[config.mk]
export PLATFORM = sky130hd
export DESIGN_NAME = tick_and_event_task_dispatcher_top
export DESIGN_NICKNAME = d
export VERILOG_FILES = /design/src/rtl/tetd_pkg.sv /design/src/rtl/tick_and_event_task_dispatcher_top.sv /design/src/rtl/tetd_ctrl.sv /design/src/rtl/tetd_dp.sv
export SDC_FILE = /design/constraint.sdc
export NUM_CORES = 1
export LEC_CHECK = 0
export BUFFER_PORTS_ARGS = -buffer_cell sky130_fd_sc_hd__buf_4
export CORE_ASPECT_RATIO = 0.75
export CORE_MARGIN = 4
export CORE_UTILIZATION = 66
export DETAILED_ROUTE_END_ITERATION = 12
export PLACE_DENSITY_LB_ADDON = 0.1
export SLEW_MARGIN = 10
export SYNTH_ARGS = -nofsm -noshare
export SYNTH_HDL_FRONTEND = slang
export SYNTH_SLANG_ARGS = --single-unit
[constraint.sdc]
create_clock -name i_clk -period 9.7 [get_ports i_clk]
set_input_delay 0.97 -clock i_clk [delete_from_list [all_inputs] [get_ports i_clk]]
set_output_delay 0.97 -clock i_clk [all_outputs]
set_load 0.01 [all_outputs]
[src/rtl/tetd_pkg.sv]
// shared types and constants of the tick and event task dispatcher
`default_nettype none

package tetd_pkg;

    localparam int SLOTS       = 8;
    localparam int COUNT_BITS  = 16;
    localparam int MAX_RESULTS = 8;

    localparam int SLOT_W = (SLOTS > 1) ? $clog2(SLOTS) : 1;
    localparam int RES_W  = $clog2(MAX_RESULTS + 1);
    localparam int QIDX_W = (MAX_RESULTS > 1) ? $clog2(MAX_RESULTS) : 1;

    localparam int IN_DATA_W  = 32;
    localparam int OUT_DATA_W = 56;

    typedef enum logic [2:0] {
        CMD_REGISTER = 3'd0,
        CMD_FREE     = 3'd1,
        CMD_TICK     = 3'd2,
        CMD_SET_EVT  = 3'd3,
        CMD_CLR_EVT  = 3'd4,
        CMD_DISPATCH = 3'd5
    } t_cmd;

    typedef enum logic [1:0] {
        KIND_FREE  = 2'd0,
        KIND_ALARM = 2'd1,
        KIND_TIMER = 2'd2,
        KIND_WATCH = 2'd3
    } t_kind;

    typedef enum logic [1:0] {
        ST_OK       = 2'd0,
        ST_FULL     = 2'd1,
        ST_BAD_SLOT = 2'd2
    } t_status;

    typedef enum logic [1:0] {
        S_IDLE,
        S_EXEC,
        S_SCAN,
        S_EMIT
    } t_state;

    // one queued result before uptime, flags and last are attached
    typedef struct packed {
        t_status    status;
        logic [3:0] slot;
        logic       fired;
    } t_res;

    typedef struct packed {
        logic load;
        logic exec;
        logic scan;
        logic emit;
    } t_ctl_cmd;

    typedef struct packed {
        t_cmd op;
        logic scan_last;
        logic emit_last;
        logic out_free;
    } t_ctl_stat;

endpackage

`default_nettype wire

[src/rtl/tick_and_event_task_dispatcher_top.sv]
// top level of the tick and event task dispatcher
//
//  channel  | direction | tdata / tuser / tlast
//  s_axis   | in        | commands: task_kind, arg_value, slot_number, event_number; tuser cmd
//  m_axis   | out       | results: status, slot_used, uptime, flags; tuser fired; tlast last
//  cfg      | in        | tick event number, written when i_cfg_we is high
//
// a command is accepted, then executed, then its results are emitted one after another
// a dispatch pass first scans the table, visiting every slot in turn
// the next transaction is taken once the previous results have entered the output register
// synchronous active-low reset frees all slots and clears flags and uptime
// a stalled output holds the scan or command results in the queue until taken
`default_nettype none

module tick_and_event_task_dispatcher_top
    import tetd_pkg::*;
(
    input  wire logic                  i_clk,
    input  wire logic                  i_rst_n,
    input  wire logic                  i_cfg_we,
    input  wire logic [3:0]            i_cfg_wdata,
    input  wire logic                  s_axis_tvalid,
    output logic                       s_axis_tready,
    // task_kind[1:0], arg_value[17:2], slot_number[21:18], event_number[25:22], zeros
    input  wire logic [IN_DATA_W-1:0]  s_axis_tdata,
    // cmd[2:0]
    input  wire logic [2:0]            s_axis_tuser,
    output logic                       m_axis_tvalid,
    input  wire logic                  m_axis_tready,
    // status[1:0], slot_used[5:2], uptime[37:6], event_flags_out[53:38], zeros
    output logic [OUT_DATA_W-1:0]      m_axis_tdata,
    // fired[0]
    output logic [0:0]                 m_axis_tuser,
    output logic                       m_axis_tlast
);

    t_ctl_cmd  ctl_cmd;
    t_ctl_stat ctl_stat;

    tetd_ctrl u_ctrl (
        .i_clk      (i_clk),
        .i_rst_n    (i_rst_n),
        .i_in_valid (s_axis_tvalid),
        .o_in_ready (s_axis_tready),
        .i_stat     (ctl_stat),
        .o_cmd      (ctl_cmd)
    );

    tetd_dp u_dp (
        .i_clk          (i_clk),
        .i_rst_n        (i_rst_n),
        .i_cfg_we       (i_cfg_we),
        .i_cfg_wdata    (i_cfg_wdata),
        .i_cmd          (s_axis_tuser),
        .i_task_kind    (s_axis_tdata[1:0]),
        .i_arg_value    (s_axis_tdata[17:2]),
        .i_slot_number  (s_axis_tdata[21:18]),
        .i_event_number (s_axis_tdata[25:22]),
        .i_ctl          (ctl_cmd),
        .o_stat         (ctl_stat),
        .i_out_ready    (m_axis_tready),
        .o_out_valid    (m_axis_tvalid),
        .o_out_data     (m_axis_tdata),
        .o_out_fired    (m_axis_tuser[0]),
        .o_out_last     (m_axis_tlast)
    );

endmodule

`default_nettype wire

[src/rtl/tetd_ctrl.sv]
// controller state machine of the task dispatcher
`default_nettype none

module tetd_ctrl
    import tetd_pkg::*;
(
    input  wire logic      i_clk,
    input  wire logic      i_rst_n,
    input  wire logic      i_in_valid,
    output logic           o_in_ready,
    input  wire t_ctl_stat i_stat,
    output t_ctl_cmd       o_cmd
);

    t_state r_state;
    t_state n_state;

    always_ff @(posedge i_clk) begin
        if (!i_rst_n) begin
            r_state <= S_IDLE;
        end else begin
            r_state <= n_state;
        end
    end

    always_comb begin
        n_state    = r_state;
        o_cmd      = '0;
        o_in_ready = 1'b0;
        case (r_state)
            S_IDLE: begin
                o_in_ready = 1'b1;
                if (i_in_valid) begin
                    o_cmd.load = 1'b1;
                    n_state    = S_EXEC;
                end
            end
            S_EXEC: begin
                o_cmd.exec = 1'b1;
                case (i_stat.op)
                    CMD_DISPATCH: n_state = S_SCAN;
                    CMD_REGISTER,
                    CMD_FREE,
                    CMD_TICK,
                    CMD_SET_EVT,
                    CMD_CLR_EVT:  n_state = S_EMIT;
                    default:      n_state = S_IDLE;
                endcase
            end
            S_SCAN: begin
                o_cmd.scan = 1'b1;
                if (i_stat.scan_last) begin
                    n_state = S_EMIT;
                end
            end
            S_EMIT: begin
                if (i_stat.out_free) begin
                    o_cmd.emit = 1'b1;
                    if (i_stat.emit_last) begin
                        n_state = S_IDLE;
                    end
                end
            end
            default: begin
                n_state = S_IDLE;
            end
        endcase
    end

endmodule

`default_nettype wire

[src/rtl/tetd_dp.sv]
// datapath: slot table, event flags, uptime, result queue and output register
`default_nettype none

module tetd_dp
    import tetd_pkg::*;
(
    input  wire logic                  i_clk,
    input  wire logic                  i_rst_n,
    input  wire logic                  i_cfg_we,
    input  wire logic [3:0]            i_cfg_wdata,
    input  wire logic [2:0]            i_cmd,
    input  wire logic [1:0]            i_task_kind,
    input  wire logic [15:0]           i_arg_value,
    input  wire logic [3:0]            i_slot_number,
    input  wire logic [3:0]            i_event_number,
    input  wire t_ctl_cmd              i_ctl,
    output t_ctl_stat                  o_stat,
    input  wire logic                  i_out_ready,
    output logic                       o_out_valid,
    output logic [OUT_DATA_W-1:0]      o_out_data,
    output logic                       o_out_fired,
    output logic                       o_out_last
);

    // item registers
    t_cmd        r_op;
    logic [1:0]  r_task_kind;
    logic [15:0] r_arg;
    logic [3:0]  r_slot_in;
    logic [3:0]  r_evt;

    // slot table
    t_kind                 r_kind   [SLOTS];
    logic [COUNT_BITS-1:0] r_reload [SLOTS];
    logic [COUNT_BITS-1:0] r_count  [SLOTS];

    logic [15:0] r_pending;
    logic [31:0] r_uptime;
    logic [3:0]  r_tick_evt;
    logic        r_ticked;
    logic [SLOT_W-1:0] r_scan;

    // result queue
    t_res              r_queue [MAX_RESULTS];
    logic [RES_W-1:0]  r_nres;
    logic [QIDX_W-1:0] r_emit;

    logic        r_out_valid;
    logic [OUT_DATA_W-1:0] r_out_data;
    logic        r_out_fired;
    logic        r_out_last;

    // first free slot
    logic              free_found;
    logic [SLOT_W-1:0] free_idx;

    always_comb begin
        free_found = 1'b0;
        free_idx   = '0;
        for (int i = SLOTS - 1; i >= 0; i--) begin
            if (r_kind[i] == KIND_FREE) begin
                free_found = 1'b1;
                free_idx   = SLOT_W'(i);
            end
        end
    end

    logic [COUNT_BITS-1:0] arg_cnt;
    t_kind                 new_kind;
    logic                  slot_ok;
    logic [SLOT_W-1:0]     free_slot;

    assign arg_cnt   = COUNT_BITS'(r_arg);
    assign new_kind  = (r_task_kind >= 2'd2) ? KIND_WATCH : t_kind'(r_task_kind + 2'd1);
    assign slot_ok   = {1'b0, r_slot_in} < 5'(SLOTS);
    assign free_slot = SLOT_W'(r_slot_in);

    // one slot of the dispatch scan
    t_kind                 sc_kind;
    logic [COUNT_BITS-1:0] sc_reload;
    logic [COUNT_BITS-1:0] sc_dec;
    logic                  sc_fire;
    logic                  sc_evt_ok;
    t_kind                 n_sc_kind;
    logic [COUNT_BITS-1:0] n_sc_count;
    logic [15:0]           n_sc_pending;

    always_comb begin
        sc_kind      = r_kind[r_scan];
        sc_reload    = r_reload[r_scan];
        sc_dec       = r_count[r_scan] - COUNT_BITS'(1);
        sc_fire      = 1'b0;
        n_sc_kind    = sc_kind;
        n_sc_count   = r_count[r_scan];
        n_sc_pending = r_pending;
        sc_evt_ok    = (sc_reload >> 4) == '0;
        case (sc_kind)
            KIND_ALARM, KIND_TIMER: begin
                if (r_ticked) begin
                    n_sc_count = sc_dec;
                    if (sc_dec == '0) begin
                        sc_fire = 1'b1;
                        if (sc_kind == KIND_ALARM) begin
                            n_sc_kind = KIND_FREE;
                        end else begin
                            n_sc_count = sc_reload;
                        end
                    end
                end
            end
            KIND_WATCH: begin
                if (sc_evt_ok && r_pending[sc_reload[3:0]]) begin
                    sc_fire = 1'b1;
                    n_sc_pending[sc_reload[3:0]] = 1'b0;
                end
            end
            default: begin
            end
        endcase
    end

    logic sc_push;
    logic sc_quiet;
    assign sc_push  = sc_fire && (r_nres < RES_W'(MAX_RESULTS));
    assign sc_quiet = (r_scan == SLOT_W'(SLOTS - 1)) && !sc_fire && (r_nres == '0);

    // result of a single-result command
    t_res ex_res;
    always_comb begin
        ex_res = '0;
        case (r_op)
            CMD_REGISTER: begin
                ex_res.status = free_found ? ST_OK : ST_FULL;
                ex_res.slot   = free_found ? 4'(free_idx) : 4'd0;
            end
            CMD_FREE: begin
                ex_res.status = slot_ok ? ST_OK : ST_BAD_SLOT;
                ex_res.slot   = r_slot_in;
            end
            default: begin
                ex_res = '0;
            end
        endcase
    end

    always_ff @(posedge i_clk) begin
        if (i_ctl.load) begin
            r_op        <= t_cmd'(i_cmd);
            r_task_kind <= i_task_kind;
            r_arg       <= i_arg_value;
            r_slot_in   <= i_slot_number;
            r_evt       <= i_event_number;
        end
        if (i_ctl.exec) begin
            case (r_op)
                CMD_REGISTER: begin
                    if (free_found) begin
                        r_reload[free_idx] <= arg_cnt;
                        r_count[free_idx]  <= arg_cnt;
                    end
                end
                CMD_DISPATCH: begin
                    r_ticked <= r_pending[r_tick_evt];
                end
                default: begin
                end
            endcase
        end
        if (i_ctl.scan) begin
            r_count[r_scan] <= n_sc_count;
        end
        if (i_ctl.exec && r_op != CMD_DISPATCH) begin
            r_queue[0] <= ex_res;
        end
        if (i_ctl.scan && sc_push) begin
            r_queue[QIDX_W'(r_nres)] <= '{status: ST_OK, slot: 4'(r_scan), fired: 1'b1};
        end
        if (i_ctl.scan && sc_quiet) begin
            r_queue[0] <= '0;
        end
        if (i_ctl.emit) begin
            r_out_data  <= {2'b00, r_pending, r_uptime, r_queue[r_emit].slot,
                            r_queue[r_emit].status};
            r_out_fired <= r_queue[r_emit].fired;
            r_out_last  <= r_emit == QIDX_W'(r_nres - RES_W'(1));
        end
    end

    always_ff @(posedge i_clk) begin
        if (!i_rst_n) begin
            for (int i = 0; i < SLOTS; i++) begin
                r_kind[i] <= KIND_FREE;
            end
            r_pending   <= '0;
            r_uptime    <= '0;
            r_tick_evt  <= '0;
            r_scan      <= '0;
            r_nres      <= '0;
            r_emit      <= '0;
            r_out_valid <= 1'b0;
        end else begin
            if (i_cfg_we) begin
                r_tick_evt <= i_cfg_wdata;
            end
            if (i_ctl.load) begin
                r_nres <= '0;
                r_emit <= '0;
                r_scan <= '0;
            end
            if (i_ctl.exec) begin
                case (r_op)
                    CMD_REGISTER: begin
                        if (free_found) begin
                            r_kind[free_idx] <= new_kind;
                        end
                        r_nres <= RES_W'(1);
                    end
                    CMD_FREE: begin
                        if (slot_ok) begin
                            r_kind[free_slot] <= KIND_FREE;
                        end
                        r_nres <= RES_W'(1);
                    end
                    CMD_TICK: begin
                        r_uptime              <= r_uptime + 32'd1;
                        r_pending[r_tick_evt] <= 1'b1;
                        r_nres                <= RES_W'(1);
                    end
                    CMD_SET_EVT: begin
                        r_pending[r_evt] <= 1'b1;
                        r_nres           <= RES_W'(1);
                    end
                    CMD_CLR_EVT: begin
                        r_pending[r_evt] <= 1'b0;
                        r_nres           <= RES_W'(1);
                    end
                    CMD_DISPATCH: begin
                        // tick flag is taken before the scan
                        r_pending[r_tick_evt] <= 1'b0;
                    end
                    default: begin
                    end
                endcase
            end
            if (i_ctl.scan) begin
                r_kind[r_scan] <= n_sc_kind;
                r_pending      <= n_sc_pending;
                r_scan         <= r_scan + SLOT_W'(1);
                if (sc_push || sc_quiet) begin
                    r_nres <= r_nres + RES_W'(1);
                end
            end
            if (i_ctl.emit) begin
                r_out_valid <= 1'b1;
                r_emit      <= r_emit + QIDX_W'(1);
            end else if (i_out_ready) begin
                r_out_valid <= 1'b0;
            end
        end
    end

    assign o_stat.op        = r_op;
    assign o_stat.scan_last = r_scan == SLOT_W'(SLOTS - 1);
    assign o_stat.emit_last = r_emit == QIDX_W'(r_nres - RES_W'(1));
    assign o_stat.out_free  = !r_out_valid || i_out_ready;

    assign o_out_valid = r_out_valid;
    assign o_out_data  = r_out_data;
    assign o_out_fired = r_out_fired;
    assign o_out_last  = r_out_last;

endmodule

`default_nettype wire

==> out/qor.csv <==
stage;metric;value;unit
yosys;synthesized netlist cell count;1474;
yosys;Distinct cells, synth;87;
finish;most common cell after layout, fill and taps aside;edfxtp_1;
sta;Tcrit/Tclk final;0.6292;
cts;CTS buffer count;45;
floorplan;IO Pins;104;
yosys;Mapped Area;21240;um^2
sta;Post-Route Setup TNS;0;ns
cts;deepest clock path buffer count;3;
yosys;Yosys top cell area share;0.5726;
placement;count of input and output buffers;95;
yosys;Mapped Avg Cell Area;14.41;um^2
pwr;leakage power;7.716;nW
pwr;VDD IR max;182.5;uV
finish;Area Growth Syn to Fin;11.29;%
run;Max Cap Viol;0;
sta;Final Skew;0.01766;ns
grt;GR Overflow Total;0;
sta;Slew Limit Fails;0;
cts;Skew-Pair Late Insertion Delay;0.56;ns
floorplan;num rows;56;
cts;post_cts resized;0;
floorplan;initial core utilization;0.6736;
critical_path;Critical Path End Type;register;
floorplan;core area;31530;um^2
placement;Setup WS pre-CTS;3.756;ns
critical_path;CP startpoint kind;register;
pwr;pwr dens;218.4;nW/um^2
yosys;Top FF cell, synth;edfxtp_1;
cts;Setup Fix Bufs, Post-CTS;0;
route;DRT antenna net count;0;
cts;clk sinks;473;
critical_path;cells along the critical path;buf_4, buf_4, mux2i_1, nand2_1, mux4_2, a31oi_4, o2111ai_1, nand2b_1, or4_4, a211oi_4, nor4b_2;
sta;Slew HR;0.1578;
route;routed len/inst;24.41;um
finish;fill cell count;1970;
finish;fin area;23640;um^2
critical_path;Worst EP arrival;6.28;ns
yosys;simple-gate share of the synthesized area;0.1059;
yosys;Async S/R FF share, synth;0;
grt;vias in the first global route;13080;
sta;Final Hold Fails;0;
grt;global-route wire length before repair;75.57;mm
critical_path;Largest stage delay, worst path;0.88;ns
yosys;Synth Area in Compound Gates;0.08189;
route;DRT Wirelength;48.75;mm
route;via total after detailed routing;13490;
finish;final net count;1621;
yosys;Yosys top cell by area;edfxtp_1;
outcome;status;finished, final reports clean;
sta;minimum clock period;6.103;ns
yosys;adder-cell share of the synthesized area;0.009426;
yosys;Post-synth EDFFs;405;
placement;gpl congestion;0.9492;
route;Via density;6.757;
yosys;synth warn;0;
sta;Tightest Pin Transition;1.228;ns
grt;largest net degree at the start of global routing;70;
placement;Cell Area, Placed;22220;um^2
yosys;largest family of logic cells by synthesized area;multiplexers;
yosys;Yosys reg bits;473;
sta;setup violators final;0;
sta;setup ws final;3.597;ns
yosys;mux contribution to synthesized area;0.1229;
floorplan;die width;215.1;um
cts;CTS Root Cell;clkbuf_16;
finish;most frequent cells in the layout;edfxtp_1 (405), buf_4 (123), nor2_1 (107);
pwr;Total Power;0.005163;W
sta;RSZ-0062 raised after global routing;no;
floorplan;DIE AREA;35140;um^2
hold_path;Hold Path Class;reg -> reg;
finish;share of layout cells above drive strength 1;0.1974;
finish;antenna cells;0;
critical_path;crit path max fanout;47;
yosys;XOR/XNOR share of the synthesized area;0.01608;
cts;Post-CTS Hold Buffers;0;
floorplan;Die Y;163.4;um
route;Initial DRC Count;1613;
grt;gr usage total;0.2776;
grt;initial antenna violation count;0;
route;Detailed Routing Iterations Pass 1;5;
yosys;largest cells by area after synthesis;edfxtp_1 (57%), mux4_2 (7.7%), dfxtp_1 (6.4%);
placement;DP Wirelength;31.50;mm
sta;Max Clock Freq;0.1639;GHz
cts;TritonCTS clock tree;yes;
critical_path;Worst Path Required;9.88;ns
critical_path;slowest stage cell, crit path;nor4b_2;
cts;H-tree depth;2;
critical_path;CP most frequent cell;buf_4;
critical_path;critical path class;reg -> reg;
yosys;post-synthesis sequential area ratio;0.6367;
cts;CTS clk-pin slew, worst paths;0.07;ns
route;DRC viols;0;
==> cells in the mapped netlist, drive strengths merged (19+ instances only) <==
cell and instances:
a21oi 31, a31oi 32, buf 45, clkbuf 39
dfxtp 68, edfxtp 405, inv 26, mux2i 74
mux4 74, nand2 91, nand3 40, nand4 20
nor2 107, nor2b 22, nor3 30, o211ai 22
o21ai 38, o31ai 19, xor2 26
==> worst paths after layout <==
check	from	to	slack (ns)	depth (start not counted)
min reg2reg	u_dp.r_uptime[19]$_SDFFE_PN0P_	u_dp.o_out_data[25]$_DFFE_PP_	0.47	0
max reg2reg	register	u_dp.r_queue[3][5]$_DFFE_PP_	3.60	11
max	register	u_dp.r_queue[3][5]$_DFFE_PP_	3.60	11
min	u_dp.r_uptime[19]$_SDFFE_PN0P_	u_dp.o_out_data[25]$_DFFE_PP_	0.47	0
==> critical path, delay by kind of cell (launching register included) <==
family,cells,cell delay [ns]
compound gates,3,1.13
buf+inv,2,1.14
flops,1,0.80
mux,2,0.86
simple gates,4,1.74
==> per-layer routing <==
layer  track usage  vias up  part of all wire
met4       0.06555        0             0.021
met2        0.4132      766              0.44
met3       0.06026       89              0.10
li1              -     5983                 -
met5             0        -                 0
met1        0.4280     6655              0.43
==> logic make-up after synthesis <==
logic type      count (synthesis)
flops                         473
simple gates                  428
compound gates                243
mux                           164
buf+inv                       110
xor+xnor                       39
fa+ha+maj                      16
other cells                     1
==> through the flow <==
stage,util,std cells,hold WS (ns)
final,0.7496,1997,0.4696
after global routing,0.7496,1997,0.4823
after CTS,0.7496,1997,0.4696
after detailed placement,0.7047,1920,0.4549
after global placement,0.7047,1920,0.4416
after floorplan,-,1475,0.4280
==> flip-flops by register name, indices dropped and copies added (netlist names), 2 cells and up, named ones only <==
signal	count
u_dp.r_scan	3
u_dp.r_uptime	32
u_dp.r_nres	4
u_dp.r_pending	16
u_dp.r_op	3
u_dp.r_tick_evt	4
u_dp.r_evt	4
u_dp.o_out_data	53
u_dp.r_count	128
u_dp.r_reload	128
u_dp.r_emit	3
u_dp.r_queue	48
u_dp.r_slot_in	4
u_dp.arg_cnt	16
u_dp.r_task_kind	2
u_dp.r_kind	16
==> power breakdown <==
part | internal [W] | total [W] | switching, W
clock | 0.000977 | 0.00171 | 0.000735
sequential | 0.00243 | 0.00254 | 0.000110
combinational | 0.000310 | 0.000909 | 0.000599
total | 0.00372 | 0.00516 | 0.00144
==> final cells by class <==
cell class	instances	area [um^2]	area share
tap	406	508.0	0.02149
timing repair buffer	123	923.4	0.03907
inverter	26	97.59	0.004129
multi-input combinational	892	7163	0.3031
clock inverter	20	182.7	0.007729
sequential	473	13530	0.5723
clock buffer	57	1234	0.05219
(Power assumes the default switching activity.)
